`config.mk`:
```
export PLATFORM = sky130hd
export DESIGN_NAME = line_voxel_stepper_3d_unit_flat
export DESIGN_NICKNAME = d
export VERILOG_FILES = /design/src/rtl/core/lvs3d_pkg.sv /design/src/rtl/core/lvs3d_if.sv /design/src/rtl/core/line_voxel_stepper_3d_unit.sv /design/src/rtl/core/lvs3d_front.sv /design/src/rtl/core/lvs3d_queue.sv /design/src/rtl/core/lvs3d_back.sv /design/src/flat_wrapper.sv
export SDC_FILE = /design/constraint.sdc
export NUM_CORES = 1
export LEC_CHECK = 0
export BUFFER_PORTS_ARGS = -buffer_cell sky130_fd_sc_hd__buf_2
export CORE_UTILIZATION = 60
export DETAILED_ROUTE_END_ITERATION = 16
export PLACE_DENSITY_LB_ADDON = 0.3
export RECOVER_POWER = 50
export SYNTH_ARGS = -nofsm -noshare
export SYNTH_HDL_FRONTEND = slang
export SYNTH_SLANG_ARGS = --single-unit
```
`constraint.sdc`:
```
create_clock -name clk_i -period 5.1 [get_ports clk_i]
set_input_delay 0.765 -clock clk_i [delete_from_list [all_inputs] [get_ports clk_i]]
set_output_delay 0.765 -clock clk_i [all_outputs]
set_load 0.05 [all_outputs]
```
`src/rtl/core/lvs3d_pkg.sv`:
```
// Shared types, widths and helper functions of the 3D voxel line stepper.
`default_nettype none

package lvs3d_pkg;

  // Largest span per axis. Offsets beyond it saturate to it.
  localparam int MAX_SPAN    = 63;
  localparam int COORD_W     = 7;
  localparam int SPAN_W      = 6;
  localparam int ERR_W       = 8;
  localparam int NUM_AXES    = 3;
  localparam int QUEUE_DEPTH = 2;
  localparam int QUEUE_AW    = (QUEUE_DEPTH > 1) ? $clog2(QUEUE_DEPTH) : 1;
  localparam int QUEUE_CW    = $clog2(QUEUE_DEPTH + 1);

  localparam logic signed [COORD_W-1:0] SPAN_HI = COORD_W'(MAX_SPAN);
  localparam logic signed [COORD_W-1:0] SPAN_LO = -SPAN_HI;

  typedef logic signed [COORD_W-1:0] coord_t;
  typedef logic        [SPAN_W-1:0]  span_t;
  typedef logic signed [ERR_W-1:0]   err_t;

  // One classified line, ready for the stepper.
  typedef struct packed {
    logic [NUM_AXES-1:0] major_oh;   // one-hot dominant axis
    logic [NUM_AXES-1:0] neg;        // axis steps toward minus
    span_t               span_x;
    span_t               span_y;
    span_t               span_z;
    span_t               span_major;
    err_t                err_x;
    err_t                err_y;
    err_t                err_z;
  } job_t;

  // Stepper status, watched at the top level.
  typedef struct packed {
    logic  active;
    span_t remaining;
  } back_status_t;

  function automatic coord_t clamp_coord(input coord_t v);
    coord_t r;
    if (v > SPAN_HI) begin
      r = SPAN_HI;
    end else if (v < SPAN_LO) begin
      r = SPAN_LO;
    end else begin
      r = v;
    end
    return r;
  endfunction

  function automatic span_t abs_span(input coord_t v);
    coord_t a;
    a = (v < 0) ? -v : v;
    return a[SPAN_W-1:0];
  endfunction

endpackage

`default_nettype wire

```
`src/rtl/core/lvs3d_if.sv`:
```
// Handshake channel interfaces for offsets in and voxel points out.
`default_nettype none

interface lvs3d_in_if;
  logic                     valid;
  logic                     ready;
  logic signed [6:0]        delta_x;
  logic signed [6:0]        delta_y;
  logic signed [6:0]        delta_z;

  modport source (output valid, output delta_x, output delta_y, output delta_z,
                  input ready);
  modport sink   (input valid, input delta_x, input delta_y, input delta_z,
                  output ready);
endinterface

interface lvs3d_out_if;
  logic                     valid;
  logic                     ready;
  logic signed [6:0]        point_x;
  logic signed [6:0]        point_y;
  logic signed [6:0]        point_z;
  logic                     last_point;

  modport source (output valid, output point_x, output point_y, output point_z,
                  output last_point, input ready);
  modport sink   (input valid, input point_x, input point_y, input point_z,
                  input last_point, output ready);
endinterface

`default_nettype wire

```
`src/rtl/core/line_voxel_stepper_3d_unit.sv`:
```
// Top level of the 3D Bresenham voxel line stepper.
//
//   channel  direction  payload                                   item
//   in_i     sink       delta_x, delta_y, delta_z (7b signed)     one end offset
//   out_o    source     point_x, point_y, point_z (7b signed),    one voxel point
//                       last_point
//
// A line whose dominant span is S (0 to 63) gives S+1 points: the stepper registers
// the origin as it loads the item and then one point per cycle unless out_o stalls.
// Between lines there is no gap while the job queue holds the next item.
// Reset is asynchronous and active low; it empties the queue and the output
// stage, and no clearing pass follows it.
// A stall on out_o freezes the stepper; the front end keeps taking items until
// the two-entry queue is full.
`default_nettype none

module line_voxel_stepper_3d_unit (
  input  logic        clk_i,
  input  logic        rst_ni,
  lvs3d_in_if.sink    in_i,
  lvs3d_out_if.source out_o
);
  import lvs3d_pkg::*;

  job_t         fr_job;
  logic         fr_valid, fr_ready;
  job_t         q_job;
  logic         q_valid, q_ready;
  back_status_t bk_status;

  // The front end classifies each offset as it is accepted.
  lvs3d_front u_front (
    .in_i        (in_i),
    .job_o       (fr_job),
    .job_valid_o (fr_valid),
    .job_ready_i (fr_ready)
  );

  // The queue lets the front end run ahead of a stalled stepper.
  lvs3d_queue u_queue (
    .clk_i      (clk_i),
    .rst_ni     (rst_ni),
    .wr_valid_i (fr_valid),
    .wr_data_i  (fr_job),
    .wr_ready_o (fr_ready),
    .rd_valid_o (q_valid),
    .rd_data_o  (q_job),
    .rd_ready_i (q_ready)
  );

  // The stepper walks the line and owns the output register.
  lvs3d_back u_back (
    .clk_i       (clk_i),
    .rst_ni      (rst_ni),
    .job_i       (q_job),
    .job_valid_i (q_valid),
    .job_ready_o (q_ready),
    .out_o       (out_o),
    .status_o    (bk_status)
  );

  // While a line is in progress there are always points left to walk.
  a_active_has_work: assert property (@(posedge clk_i) disable iff (!rst_ni)
    bk_status.active |-> (bk_status.remaining != '0))
    else $error("stepper active with no points left");

  // A point that is not the last one means its line is still in progress.
  a_mid_point_active: assert property (@(posedge clk_i) disable iff (!rst_ni)
    (out_o.valid && !out_o.last_point) |-> bk_status.active)
    else $error("non-final point shown with the stepper idle");

  // An accepted item is held somewhere in the block on the next cycle.
  a_item_kept: assert property (@(posedge clk_i) disable iff (!rst_ni)
    (in_i.valid && in_i.ready) |=> (q_valid || bk_status.active || out_o.valid))
    else $error("accepted item vanished");

  // The stepper loads a new line only when it is idle.
  a_load_when_idle: assert property (@(posedge clk_i) disable iff (!rst_ni)
    (q_valid && q_ready) |-> !bk_status.active)
    else $error("line loaded while another is in progress");

endmodule

`default_nettype wire

```
`src/rtl/core/lvs3d_front.sv`:
```
// Front end: saturates an offset, picks the dominant axis and sets up the error terms.
`default_nettype none

module lvs3d_front (
  lvs3d_in_if.sink        in_i,
  output lvs3d_pkg::job_t job_o,
  output logic            job_valid_o,
  input  logic            job_ready_i
);
  import lvs3d_pkg::*;

  coord_t end_x, end_y, end_z;
  span_t  sx, sy, sz, smaj;
  logic [NUM_AXES-1:0] major_oh;

  function automatic err_t init_err(input span_t s_min, input span_t s_maj);
    logic signed [ERR_W:0] e;
    e = $signed({2'b00, s_min, 1'b0}) - $signed({3'b000, s_maj});
    return e[ERR_W-1:0];
  endfunction

  always_comb begin
    end_x = clamp_coord(in_i.delta_x);
    end_y = clamp_coord(in_i.delta_y);
    end_z = clamp_coord(in_i.delta_z);
    sx    = abs_span(end_x);
    sy    = abs_span(end_y);
    sz    = abs_span(end_z);

    // Ties go to x first, then to y.
    if (sx >= sy && sx >= sz) begin
      major_oh = 3'b001;
      smaj     = sx;
    end else if (sy >= sz) begin
      major_oh = 3'b010;
      smaj     = sy;
    end else begin
      major_oh = 3'b100;
      smaj     = sz;
    end

    job_o.major_oh   = major_oh;
    job_o.neg        = {!(end_z > 0), !(end_y > 0), !(end_x > 0)};
    job_o.span_x     = sx;
    job_o.span_y     = sy;
    job_o.span_z     = sz;
    job_o.span_major = smaj;
    job_o.err_x      = init_err(sx, smaj);
    job_o.err_y      = init_err(sy, smaj);
    job_o.err_z      = init_err(sz, smaj);
  end

  assign job_valid_o = in_i.valid;
  assign in_i.ready  = job_ready_i;

endmodule

`default_nettype wire

```
`src/rtl/core/lvs3d_queue.sv`:
```
// Short job queue that decouples the front end from the stepper.
`default_nettype none

module lvs3d_queue (
  input  logic            clk_i,
  input  logic            rst_ni,
  input  logic            wr_valid_i,
  input  lvs3d_pkg::job_t wr_data_i,
  output logic            wr_ready_o,
  output logic            rd_valid_o,
  output lvs3d_pkg::job_t rd_data_o,
  input  logic            rd_ready_i
);
  import lvs3d_pkg::*;

  job_t                entry_q [QUEUE_DEPTH];
  logic [QUEUE_AW-1:0] wr_ptr_q, wr_ptr_d, rd_ptr_q, rd_ptr_d;
  logic [QUEUE_CW-1:0] count_q, count_d;
  logic                push, pop;

  assign wr_ready_o = (count_q != QUEUE_CW'(QUEUE_DEPTH));
  assign rd_valid_o = (count_q != '0);
  assign rd_data_o  = entry_q[rd_ptr_q];
  assign push       = wr_valid_i && wr_ready_o;
  assign pop        = rd_valid_o && rd_ready_i;

  always_comb begin
    wr_ptr_d = wr_ptr_q;
    rd_ptr_d = rd_ptr_q;
    count_d  = count_q;
    if (push) begin
      wr_ptr_d = (wr_ptr_q == QUEUE_AW'(QUEUE_DEPTH - 1)) ? '0 : wr_ptr_q + 1'b1;
    end
    if (pop) begin
      rd_ptr_d = (rd_ptr_q == QUEUE_AW'(QUEUE_DEPTH - 1)) ? '0 : rd_ptr_q + 1'b1;
    end
    if (push && !pop) begin
      count_d = count_q + 1'b1;
    end else if (pop && !push) begin
      count_d = count_q - 1'b1;
    end
  end

  always_ff @(posedge clk_i or negedge rst_ni) begin
    if (!rst_ni) begin
      wr_ptr_q <= '0;
      rd_ptr_q <= '0;
      count_q  <= '0;
    end else begin
      wr_ptr_q <= wr_ptr_d;
      rd_ptr_q <= rd_ptr_d;
      count_q  <= count_d;
    end
  end

  always_ff @(posedge clk_i) begin
    if (push) begin
      entry_q[wr_ptr_q] <= wr_data_i;
    end
  end

endmodule

`default_nettype wire

```
`src/rtl/core/lvs3d_back.sv`:
```
// Stepper: walks one line a point per cycle unless out_o stalls, into a registered output stage.
`default_nettype none

module lvs3d_back (
  input  logic                    clk_i,
  input  logic                    rst_ni,
  input  lvs3d_pkg::job_t         job_i,
  input  logic                    job_valid_i,
  output logic                    job_ready_o,
  lvs3d_out_if.source             out_o,
  output lvs3d_pkg::back_status_t status_o
);
  import lvs3d_pkg::*;

  logic                active_q, active_d;
  span_t               remaining_q, remaining_d;
  logic [NUM_AXES-1:0] major_q, neg_q;
  span_t               span_q   [NUM_AXES];
  span_t               smaj_q;
  err_t                err_q    [NUM_AXES];
  err_t                err_nx   [NUM_AXES];
  coord_t              pos_q    [NUM_AXES];
  coord_t              pos_nx   [NUM_AXES];

  logic                out_valid_q, out_valid_d;
  coord_t              out_pt_q [NUM_AXES];
  logic                out_last_q;

  logic                can_emit, load, step;

  assign can_emit    = !out_valid_q || out_o.ready;
  assign load        = !active_q && job_valid_i && can_emit;
  assign step        = active_q && can_emit;
  assign job_ready_o = load;

  // One Bresenham step on every axis at once.
  always_comb begin
    logic signed [ERR_W:0] e;
    logic                  move;
    for (int j = 0; j < NUM_AXES; j++) begin
      move = major_q[j] || (err_q[j] >= 0);
      e    = {err_q[j][ERR_W-1], err_q[j]} + $signed({2'b00, span_q[j], 1'b0});
      if (!major_q[j] && err_q[j] >= 0) begin
        e = e - $signed({2'b00, smaj_q, 1'b0});
      end
      err_nx[j] = e[ERR_W-1:0];
      pos_nx[j] = move ? (neg_q[j] ? pos_q[j] - 1'b1 : pos_q[j] + 1'b1) : pos_q[j];
    end
  end

  always_comb begin
    active_d    = active_q;
    remaining_d = remaining_q;
    out_valid_d = out_valid_q && !out_o.ready;
    if (load) begin
      active_d    = (job_i.span_major != '0);
      remaining_d = job_i.span_major;
      out_valid_d = 1'b1;
    end else if (step) begin
      active_d    = (remaining_q != SPAN_W'(1));
      remaining_d = remaining_q - 1'b1;
      out_valid_d = 1'b1;
    end
  end

  always_ff @(posedge clk_i or negedge rst_ni) begin
    if (!rst_ni) begin
      active_q    <= 1'b0;
      remaining_q <= '0;
      out_valid_q <= 1'b0;
    end else begin
      active_q    <= active_d;
      remaining_q <= remaining_d;
      out_valid_q <= out_valid_d;
    end
  end

  always_ff @(posedge clk_i) begin
    if (load) begin
      major_q    <= job_i.major_oh;
      neg_q      <= job_i.neg;
      smaj_q     <= job_i.span_major;
      span_q[0]  <= job_i.span_x;
      span_q[1]  <= job_i.span_y;
      span_q[2]  <= job_i.span_z;
      err_q[0]   <= job_i.err_x;
      err_q[1]   <= job_i.err_y;
      err_q[2]   <= job_i.err_z;
      for (int j = 0; j < NUM_AXES; j++) begin
        pos_q[j]    <= '0;
        out_pt_q[j] <= '0;
      end
      out_last_q <= (job_i.span_major == '0);
    end else if (step) begin
      for (int j = 0; j < NUM_AXES; j++) begin
        pos_q[j]    <= pos_nx[j];
        err_q[j]    <= err_nx[j];
        out_pt_q[j] <= pos_nx[j];
      end
      out_last_q <= (remaining_q == SPAN_W'(1));
    end
  end

  assign out_o.valid      = out_valid_q;
  assign out_o.point_x    = out_pt_q[0];
  assign out_o.point_y    = out_pt_q[1];
  assign out_o.point_z    = out_pt_q[2];
  assign out_o.last_point = out_last_q;

  assign status_o.active    = active_q;
  assign status_o.remaining = remaining_q;

endmodule

`default_nettype wire
```
`src/flat_wrapper.sv`:
```
// flat-port wrapper written by rule: the top's interface ports become plain ports
module line_voxel_stepper_3d_unit_flat import lvs3d_pkg::*;
  (clk_i, rst_ni, in_i_valid, in_i_delta_x, in_i_delta_y, in_i_delta_z, in_i_ready, out_o_valid, out_o_point_x, out_o_point_y, out_o_point_z, out_o_last_point, out_o_ready);
  lvs3d_in_if in_i_i ();
  lvs3d_out_if out_o_i ();
  input  logic clk_i;
  input  logic rst_ni;
  input wire logic [$bits(in_i_i.valid)-1:0] in_i_valid;
  input wire logic [$bits(in_i_i.delta_x)-1:0] in_i_delta_x;
  input wire logic [$bits(in_i_i.delta_y)-1:0] in_i_delta_y;
  input wire logic [$bits(in_i_i.delta_z)-1:0] in_i_delta_z;
  output wire logic [$bits(in_i_i.ready)-1:0] in_i_ready;
  output wire logic [$bits(out_o_i.valid)-1:0] out_o_valid;
  output wire logic [$bits(out_o_i.point_x)-1:0] out_o_point_x;
  output wire logic [$bits(out_o_i.point_y)-1:0] out_o_point_y;
  output wire logic [$bits(out_o_i.point_z)-1:0] out_o_point_z;
  output wire logic [$bits(out_o_i.last_point)-1:0] out_o_last_point;
  input wire logic [$bits(out_o_i.ready)-1:0] out_o_ready;
  assign in_i_i.valid = in_i_valid;
  assign in_i_i.delta_x = in_i_delta_x;
  assign in_i_i.delta_y = in_i_delta_y;
  assign in_i_i.delta_z = in_i_delta_z;
  assign in_i_ready = in_i_i.ready;
  assign out_o_valid = out_o_i.valid;
  assign out_o_point_x = out_o_i.point_x;
  assign out_o_point_y = out_o_i.point_y;
  assign out_o_point_z = out_o_i.point_z;
  assign out_o_last_point = out_o_i.last_point;
  assign out_o_i.ready = out_o_ready;
  line_voxel_stepper_3d_unit u_core (.clk_i(clk_i), .rst_ni(rst_ni), .in_i(in_i_i), .out_o(out_o_i));
endmodule
```
==> results list, run 1 <==
- Run status: complete, but fails checks
- Failing checks: capacitance limit, slew limit
- Among cell families on the critical path, the largest total delay comes from compound AO/OA/AOI/OAI gates.
- Count of cell instances traversed by the critical path: 25
- Maximum Capacitance Violations: 5
- For this design the static power due to leakage is 5.24 nW.
- Dominant cell type by area after synthesis: edfxtp_1
- Final worst slack: 217 ps
* Shortest period the worst path allows: 4880 ps
- Final wirelength: 22700 um
- The number of pins with negative max-slew slack in the final report came to 251.
* Post-Synthesis Net Count: 1050
- Initial DRC count: 465
- Maximum number of pins on one net before global-route repair: 72
- For the pin with the worst max-slew slack, the measured transition is 3240 ps.
- The number of global-route vias before repair was 7120.
* HPWL after detailed placement: 15800 um
* Sum of buffers and inverters on the critical path: 8
- Die outline height: 136 um
- Mean number of vias per cell: 5.67
* Crit path capture: u_core.u_queue.entry_q[1][20]
* Aggregate global routing overflow: 0
- Final setup violation count: 0
- The repair_antennas step left the layout with diodes totalling 0.
- The clock reaches the later pin of the worst-skew pair after 430 ps.
- Number of instances in the synthesized netlist: 921
* Number of H-tree branching levels: 4
* Peak supply drop: 0.417 mV
- Dividing the detail-routed wire length by the instance count gives 17.4 um.
- For this run, design rule violations remaining after detail routing come to 0.
- For this design, the sink count on the clock tree is 187.
- The die covers 0.0186 mm2.
- Proportion of netlist area held by the largest area contributor: 0.486
- Endpoint class of the critical path: register
- TritonCTS built the clock tree.
* Reg clk slew, reported paths: 70 ps
- After routing, the total negative slack on setup checks comes to 0 ps.
- DRT antenna net count: 0
* Clock tree buffer depth: 2
- Wire length of the first global-routing pass: 35500 um
* Leading register cell type out of synthesis: edfxtp_1
- Standard-cell rows: 48
- Critical path peak fanout: 4
* Worst setup slack for register-to-register paths: 610 ps
- Most frequent cells after synthesis: edfxtp_1, a21oi_1, ha_1, nor2_1, inv_1
* Number of distinct standard cells referenced by the synthesized netlist: 56
* Count of input and output buffers: 48
- Delay of the slowest cell on the worst path: 390 ps
- Timing analysis after detailed placement gives a worst setup slack of -274 ps.
- In the synthesized netlist the async set-or-reset flop fraction comes to 0.0642.
* Required time of the critical path: 5320 ps
- Timing startpoint of the critical path: in_i_delta_x[3]
- STA classifies the critical path startpoint as an input pin.
- Worst path arrival time: 5100 ps
* Final Hold Violating Endpoints: 0
* Relative slew slack: -1.16
* Share of the clock period used by the worst path after layout: 0.957
- Summing every instance area after synthesis gives 0.0108 mm2.
* Worst flop-to-flop path startpoint: u_core.u_queue.count_q[0]
- Post-synthesis area per instance: 11.7 um2
- Total via count after detailed routing: 7401
* Root buffer cell: clkbuf_16
- The number of antenna violations at the first check in global routing was 0.
- Power spread over the standard cell area amounts to 682 mW/mm2.
- Flop and latch count out of synthesis: 187
* Worst Reg-to-Reg Cells: 8
- The die is 136 um wide.
- Share of the yosys chip area belonging to registers: 0.514
- By area the synthesized netlist is led by edfxtp_1, ha_1, a21oi_1, xnor2_1, mux2_2.
- Final Wtd Congestion: 0.893
- For this run, the total global-route usage over all layers was measured as 0.254.
- Compared with the post-synthesis result, the final layout area differs by 19.4%.
- Count of hold-fix buffers inserted at cts: 0
* Hold_ws: 341 ps
- Yosys warning count: 0
- In this run the worst hold path is classified as input pin to async pin.
- Library cell contributing the largest single delay on the critical path: a2111oi_4
- Number of flops mapped to enable cells by yosys: 175
- In the final layout, the share of cells above drive strength 1 is 0.234.
* Initial standard-cell utilization of the core: 0.619
* Maximum clock skew at final layout: 7.50 ps
* Area of the core: 0.0175 mm2
- Counting the buffers created by CTS gives 17.
* Final Net Count: 1196
* Maximum operating frequency: 0.205 GHz
* Most repeated cell in the gate-level netlist after synthesis: edfxtp_1
- The first TritonRoute pass finished after 5 iterations.
* Setup Crit Path Kind: input pin to register
* I/O pin cnt: 49
- Reg2Reg Capture Point: u_core.u_back.remaining_q[2]
per-layer routing:
metal	up-vias	GRT usage	wire (um)
li1	3644	-	-
met1	3547	0.326	9990
met2	176	0.435	11400
met3	34	0.0384	840
met4	0	0.0926	453
met5	-	0	0
where the power goes:
part           switching, mW  internal (mW)
Sequential             0.274           2.53
Combinational           2.66           2.02
Clock                  0.573          0.757
Total                   3.51           5.31
flip-flops by register name (all words and copies together), names as in the netlist:
signal / count
u_core.u_queue.entry_q: 102
u_core.u_back.err_q: 22
u_core.u_back.out_pt_q: 21
u_core.u_back.span_q: 18
u_core.u_back.remaining_q: 6
u_core.u_back.smaj_q: 5
u_core.u_back.major_q: 3
u_core.u_back.neg_q: 3
u_core.u_queue.count_q: 2
u_core.u_back.active_q: 1
u_core.u_back.out_o.last_point: 1
u_core.u_back.out_o.valid: 1
u_core.u_queue.rd_ptr_q: 1
u_core.u_queue.wr_ptr_q: 1
how the worst min path moves through the flow:
| stage | start | endpoint | slack (ps) | depth (start not counted) |
|---|---|---|---|---|
| floorplan | u_core.u_queue.wr_ptr_q | u_core.u_queue.wr_ptr_q | 460 | 1 |
| global placement | u_core.u_queue.count_q[1] | u_core.u_queue.count_q[1] | 480 | 1 |
| detailed placement | u_core.u_queue.count_q[1] | u_core.u_queue.count_q[1] | 490 | 1 |
| CTS | rst_ni | u_core.u_back.out_o.valid | 200 | 1 |
| global route | rst_ni | u_core.u_back.remaining_q[0] | 380 | 1 |
| finish | rst_ni | u_core.u_back.out_o.valid | 340 | 1 |
cell type report:
class                           count  area [um2]
Timing Repair Buffer              152         972
Clock inverter                     11         135
Clock buffer                       21         460
Fill cell                        1126        4560
Tap cell                          225         282
Sequential cell                   187        5560
Inverter                           75         285
Multi-Input combinational cell    634        5230
stage by stage:
step	area, um2	total power [mW]	instances	util
after global routing	12900	9.41	1305	0.739
after global placement	12200	7.10	1268	0.699
after floorplan	11000	6.14	921	-
final	12900	8.81	1305	0.739
after CTS	12800	8.70	1300	0.733
after detailed placement	12200	7.31	1268	0.699
timing repair:
action	CTS	global route
setup buffers	0	5
endpoints found under the setup margin	0	30
resized for setup	0	26
hold endpoints to repair	0	0
logic make-up after synthesis:
| family | count (synthesis) | share of synthesized area |
|---|---|---|
| fa+ha+maj | 105 | 0.130 |
| mux | 54 | 0.0546 |
| buf+inv | 100 | 0.0352 |
| simple gates | 196 | 0.0868 |
| compound gates | 217 | 0.130 |
| flops | 187 | 0.514 |
| xor+xnor | 62 | 0.0502 |
cells in the final DEF (no fill, tap or decap), types with 4 or more instances in the layout:
master / instances
o211ai_1: 4
and3_1: 5
a21o_1: 30
clkbuf_1: 31
fa_1: 11
nor2_2: 7
mux2_2: 24
mux2i_1: 22
nand2b_1: 6
nor2_1: 80
o31ai_4: 4
xor2_1: 18
inv_2: 6
inv_1: 67
nor3_1: 10
o21bai_1: 9
buf_2: 24
o21ai_1: 5
clkbuf_16: 17
mux2_1: 6
xnor2_1: 40
a211oi_1: 12
dfrtp_1: 12
o21a_1: 8
nand3_1: 4
a21oi_1: 88
a21oi_2: 4
nor2b_1: 30
inv_6: 5
edfxtp_1: 175
nor2_4: 4
ha_1: 84
buf_4: 99
ha_2: 4
nand2_1: 23
ha_4: 4
o21ai_0: 28
Note: power is estimated with default switching activity, not from simulation.
==> inputs of run 2 (changes only) <==
==> constraint.sdc (replaced) <==
create_clock -name clk_i -period 4.9 [get_ports clk_i]
set_input_delay 0.735 -clock clk_i [delete_from_list [all_inputs] [get_ports clk_i]]
set_output_delay 0.735 -clock clk_i [all_outputs]
set_load 0.05 [all_outputs]
==> results list, run 2 (same netlist as run 1, synthesis figures left out) <==
- The run finished, with violations left.
- Failing checks: capacitance limit, slew limit, setup timing
- Mean number of vias per cell: 5.75 (+1.3%)
- The final wirelength came to 23500 um (+3.6%).
- Clock sink total: 187 (unchanged)
* Total via count after detailed routing: 7562 (+2.2%)
* Floorplan die area: 0.0186 mm2 (unchanged)
* Share of the clock period used by the worst path after layout: 1.02
* Count of hold-fix buffers inserted at cts: 0 (unchanged)
* Root buffer cell: clkbuf_16
- The antenna diode count came to 0 (unchanged).
- The actual slew at the worst max-slew pin came to 2400 ps (-846 ps).
- The flip-flop count of the largest register after layout came to 102 (unchanged).
- Critical path peak fanout: 8 (+4)
- Final instance area: 0.0132 mm2 (+2.1%)
- Overall global routing resource usage: 0.257 (+0.00319)
* Number of non-filler instances in the completed layout: 1316 (+0.84%)
* Most frequent standard cell in the layout excluding fill and tap cells: edfxtp_1
* Number of antenna violations at the first check in global routing: 0 (unchanged)
- The maximum buffer depth of the clock tree was 2 (unchanged).
- HPWL after detailed placement: 16000 um (+1.1%)
- Initial DRC count: 352 (-24%)
- The reported max-cap violation count was 1 (-4).
- Horizontal die dimension: 136 um (unchanged)
* Initial standard-cell utilization of the core: 0.619 (unchanged)
- Derived from the worst setup path, the maximum achievable clock frequency is 0.200 GHz.
* Maximum clock skew at final layout: 6.85 ps (-0.653 ps)
* Peak supply drop: 0.437 mV (+4.8%)
* Area used by sequential logic in the layout: 0.00556 mm2 (unchanged)
* Standard-cell rows: 48 (unchanged)
* Leading registers by flop count: u_core.u_queue.entry_q x102, u_core.u_back.err_q x22, u_core.u_back.out_pt_q x21
* CP Launch Type: input pin
* Total negative slack: -176 ps (-176 ps)
- Reg clk slew, reported paths: 70 ps (about the same)
* Clock latency reported for the late side of the worst-skew pair: 440 ps (about the same)
- Drt drc: 0 (unchanged)
* Static leakage: 5.33 nW (+1.8%)
- The number of pins with negative max-slew slack in the final report is 40 (-84%).
- Counting flops per register, the top entry is u_core.u_queue.entry_q.
* Delay of the slowest cell on the worst path: 390 ps (about the same)
* Relative slew slack: -0.599 (+0.564)
- The die boundary height is 136 um (unchanged).
* Final Net Count: 1207 (+0.92%)
- Required time of the critical path: 5140 ps (-180 ps)
- Count of input and output buffers: 48 (unchanged)
- Shortest period the worst path allows: 4990 ps
- The critical path is of the input pin to register type.
- The final count of hold timing violations was 0 (unchanged).
- Class of the tightest hold or removal check: input pin to async pin
- Number of global-route vias before repair: 7384 (+3.7%)
- The slowest stage of the critical path is the maj3_4 cell.
* Layout cells sized above 1: 0.257 (+0.0224)
- The largest net degree at the start of global routing was 72 (unchanged).
- Commonest cells after routing, fill and taps aside: edfxtp_1, buf_4, a21oi_1
* Final worst slack: -88.3 ps (-306 ps)
- Number of fill cells in the layout: 1097 (-2.6%)
* Per-cell routed wire length: 17.8 um (+2.7%)
- I/O pin cnt: 49 (unchanged)
- Iteration count of the initial detailed-routing pass: 5 (unchanged)
- The cell that appears most often on the critical path is ha_4.
* DRT antenna net count: 0 (unchanged)
- Endpoint class of the critical path: register
- Layout area overhead: 21.9%
* Final Wtd Congestion: 0.861 (-3.6%)
- The total placed cells including tap cells is 1274 (+0.47%).
- Area of the core: 0.0175 mm2 (unchanged)
* Clock tree from TritonCTS: done
- The power density relative to cell area was 701 mW/mm2 (+2.7%).
* Wire length of the first global-routing pass: 35700 um (+0.55%)
- Total CTS buffers: 17 (unchanged)
* Final setup violation count: 2 (+2)
* Worst path arrival time: 5230 ps (+130 ps)
- Area of the multi-input gates: 0.00539 mm2 (+3.2%)
- Aggregate global routing overflow: 0 (unchanged)
- Standard cell area after detailed placement: 0.0123 mm2 (+0.96%)
- The H-tree depth was 4 (unchanged).
==> run 2: cell types whose count changed in the layout (fill, tap and decap cells not counted), sizes merged <==
cell / change
buf: +16
clkbuf: -8
inv: +4
bufinv: -1
clkinv: +1
clkinvlp: -1
==> run 2: cell type report <==
type                       instances  share of cell area
sequential                       187               0.421
tap                              225              0.0214
clock inverter                    14              0.0115
timing repair buffer             163              0.0824
multi-input combinational        634               0.409
clock buffer                      18              0.0326
inverter                          75              0.0219
==> run 2: critical path, delay by kind of cell <==
family	cells	cell delay, ps
adders and majority gates	5	1390
AOI/OAI and AO/OA	5	950
buffers and inverters	7	820
and+or+nand+nor	6	750
xor gates and xnor gates	2	460
muxes	1	110
==> run 2: stage by stage <==
step / hold WS [ps] / setup slack, ps / utilization / power [mW]
finish: 304 / -88.3 / 0.754 / 9.24
global route: 343 / -259 / 0.754 / 9.85
CTS: 168 / 29.4 / 0.739 / 9.06
detailed placement: 492 / -396 / 0.705 / 7.64
global placement: 479 / -291 / 0.705 / 7.44
floorplan: 439 / -124 / - / 6.44
==> run 2: path summary, 6_finish.rpt <==
check / startpoint / endpoint / slack [ps] / depth (start not counted)
max: in_i_delta_z[0] / u_core.u_queue.entry_q[1][21] / -90 / 26
min reg2reg: u_core.u_queue.count_q[1] / u_core.u_queue.count_q[1] / 500 / 1
min in group clk_i: u_core.u_queue.count_q[1] / u_core.u_queue.count_q[1] / 500 / 1
max reg2reg: u_core.u_queue.count_q[0] / u_core.u_back.err_q[0][14] / 560 / 6
min: rst_ni / u_core.u_queue.rd_ptr_q / 300 / 1
max in group asynchronous: rst_ni / u_core.u_back.remaining_q[3] / 4170 / 1
==> run 2: routing by layer <==
metal / share of wire / global-route usage
met2: 0.51 / 0.451
met3: 0.040 / 0.0496
met5: 0 / 0
met4: 0.024 / 0.0963
met1: 0.42 / 0.311
==> run 2: repair_timing <==
item | 4_1_cts | 5_1_grt
endpoints found under the hold margin | 0 | 0
gates resized for setup | 0 | 37
setup endpoints to repair | 0 | 22
setup buffers | 0 | 10
==> run 2: report_power, final <==
part | internal [mW] | total (mW) | switching, mW
sequential | 2.61 | 2.91 | 0.293
clock | 0.724 | 1.37 | 0.644
combinational | 2.15 | 4.97 | 2.82
==> inputs of run 3 (changes only) <==
--- a/config.mk
+++ b/config.mk
@@ -5,9 +5,10 @@
 export SDC_FILE = /design/constraint.sdc
 export NUM_CORES = 1
 export LEC_CHECK = 0
-export BUFFER_PORTS_ARGS = -buffer_cell sky130_fd_sc_hd__buf_2
+export BUFFER_PORTS_ARGS = -buffer_cell sky130_fd_sc_hd__buf_4
 export CORE_UTILIZATION = 60
 export DETAILED_ROUTE_END_ITERATION = 16
+export GPL_TIMING_DRIVEN = 1
 export PLACE_DENSITY_LB_ADDON = 0.3
 export RECOVER_POWER = 50
 export SYNTH_ARGS = -nofsm -noshare
==> constraint.sdc (replaced) <==
create_clock -name clk_i -period 4.9 [get_ports clk_i]
set_input_delay 1.47 -clock clk_i [delete_from_list [all_inputs] [get_ports clk_i]]
set_output_delay 1.47 -clock clk_i [all_outputs]
set_load 0.05 [all_outputs]
==> results list, run 3 (same netlist as run 1, synthesis figures left out) <==
* Run status: complete, but fails checks
- The final reports fail on capacitance limit, slew limit, setup timing.
- Slew @ Worst Pin: 3130 ps (+732 ps)
* PnR Total Power: 9.97 mW (+7.9%)
- Clock tree buffer depth: 2 (unchanged)
- The residual antenna-violating net count after detailed routing came to 0 (unchanged).
* Static leakage: 5.65 nW (+6.0%)
* Final wirelength: 27000 um (+15%)
- Aggregate global routing overflow: 0 (unchanged)
* Area of the core: 0.0175 mm2 (unchanged)
- Final Net Count: 1237 (+2.5%)
- The maximum frequency from static timing analysis is 0.177 GHz (-12%).
* Peak supply drop: 0.469 mV (+7.4%)
* Final Wtd Congestion: 0.834 (-3.2%)
- Delay of the slowest cell on the worst path: 430 ps (+40 ps)
- The largest net degree at the start of global routing was 72 (unchanged).
- Final worst slack: -757 ps (-668 ps)
- The antenna diode count was 0 (unchanged).
- Clock sink total: 187 (unchanged)
- Worst setup slack for register-to-register paths: 710 ps (+150 ps)
* Number of H-tree branching levels: 4 (unchanged)
* Sum of buffers and inverters on the critical path: 3 (-4)
- Layout cells sized above 1: 0.325 (+0.0681)
* Cell count after placement: 1284 (+0.78%)
* Overall global routing resource usage: 0.285 (+0.0279)
- Total via count after detailed routing: 8030 (+6.2%)
* Hold_ws: 510 ps (+206 ps)
* Relative slew slack: -1.09 (-0.488)
- Number of flip-flops under the largest register name: 102 (unchanged)
* Initial standard-cell utilization of the core: 0.619 (unchanged)
- The slowest stage of the critical path belongs to the cell maj3_4.
* Drt drc: 0 (unchanged)
- u_core.u_queue.entry_q holds more flip-flops than any other register.
- The library cell used most frequently in the layout, excluding fill and tap cells, is edfxtp_1.
* Per-cell routed wire length: 20.1 um (+12%)
- Final setup violation count: 42 (+40)
* Root buffer cell: clkbuf_16
- CP Launch Type: input pin
- The number of buffers inserted during clock tree synthesis came to 17 (unchanged).
- Maximum Capacitance Violations: 4 (+3)
- Layout area overhead: 28.3%
- Setup Crit Path Kind: input pin to register
* Shortest period the worst path allows: 5660 ps (+668 ps)
* Slew Limit Fails: 163 (+310%)
- Die outline height: 136 um (unchanged)
- The kind of cell with the highest combined delay along the critical path is compound AO/OA/AOI/OAI gates.
- The number of I/O pins was 49 (unchanged).
- The count of input and output buffers came to 48 (unchanged).
- TritonCTS built the clock tree.
- The worst setup path is captured at a register.
- Total power density per cell area: 719 mW/mm2 (+2.5%)
* Leading registers by flop count: u_core.u_queue.entry_q x102, u_core.u_back.err_q x22, u_core.u_back.out_pt_q x21
- Final Hold Violating Endpoints: 0 (unchanged)
* HPWL after detailed placement: 16500 um (+3.3%)
- Top cell by count, worst path: ha_4
* Iteration count of the initial detailed-routing pass: 5 (unchanged)
- The CTS clock-pin slew for the worst setup and hold paths is 70 ps (about the same).
* Clock latency reported for the late side of the worst-skew pair: 440 ps (about the same)
- The average via count per standard cell is 5.97 (+3.8%).
- Share of the clock period used by the worst path after layout: 1.15 (+0.136)
- The first-iteration detailed-routing DRC count is 570 (+62%).
* Standard-cell rows: 48 (unchanged)
- Number of global-route vias before repair: 8040 (+8.9%)
- Wire length of the first global-routing pass: 39600 um (+11%)
- The horizontal die dimension came to 136 um (unchanged).
- Number of non-filler instances in the completed layout: 1346 (+2.3%)
* Setup repair after global routing missed its margin: true
- The final core area utilization was 0.794 (+0.0397).
- Commonest cells after routing, fill and taps aside: edfxtp_1, buf_4, a21oi_1
- Class of the tightest hold or removal check: register to register
* Maximum clock skew at final layout: 11.1 ps (+4.20 ps)
- Standard cell area after detailed placement: 0.0125 mm2 (+1.7%)
- The required time at the endpoint of the critical path came to 5120 ps (-20 ps).
- Floorplan die area: 0.0186 mm2 (unchanged)
- Critical path peak fanout: 8 (unchanged)
- The number of antenna violations at the first check in global routing came to 0 (unchanged).
- The post-route standard cell area excluding fillers came to 0.0139 mm2 (+5.3%).
- The data arrival time at the worst-slack endpoint was 5870 ps (+640 ps).
## run 3: area by class of cell
cell class              instances  area [um2]
fillers                       974        3600
clock inverters                15         154
multi-input cells             634        5650
repair buffers                193        1510
well taps                     225         282
flip-flops and latches        187        5560
inverters                      75         294
clock buffers                  17         425
## run 3: what timing repair did
action | CTS | global route
hold buffers | 0 | 0
pin swaps | 43 | 33
gates resized for setup | 73 | 32
setup endpoints to repair | 42 | 44
buffers inserted | 20 | 14
## run 3: layer usage
layer / share of wire / vias up / track usage / wire length [um]
met4: 0.038 / 0 / 0.120 / 1010
met1: 0.39 / 3860 / 0.339 / 10400
met5: 0 / - / 0 / 0
met2: 0.52 / 353 / 0.507 / 14000
li1: - / 3733 / - / -
met3: 0.059 / 84 / 0.0481 / 1600
## run 3: final timing paths
kind	startpoint	endpoint	cells past startpoint
min in group asynchronous	rst_ni	u_core.u_queue.rd_ptr_q	1
min reg2reg	u_core.u_queue.count_q[1]	u_core.u_queue.count_q[1]	1
max	in_i_delta_z[4]	u_core.u_queue.entry_q[0][7]	26
max reg2reg	u_core.u_queue.rd_ptr_q	u_core.u_back.active_q	5
min	u_core.u_queue.count_q[1]	u_core.u_queue.count_q[1]	1
max in group asynchronous	rst_ni	u_core.u_back.remaining_q[5]	1
## run 3: where the power goes
| part | switching (mW) | internal, mW | leakage, nW |
|---|---|---|---|
| clock | 0.647 | 0.719 | 0.282 |
| sequential | 0.305 | 2.63 | 1.77 |
| combinational | 3.14 | 2.54 | 3.60 |
| total | 4.09 | 5.89 | 5.65 |
## run 3: per-stage QoR
step,setup WS (ps),TNS [ps]
after floorplan,-859,-25820
after global placement,-989,-33790
after detailed placement,-1240,-42290
after CTS,-464,-12540
after global routing,-899,-27670
final,-757,-21150
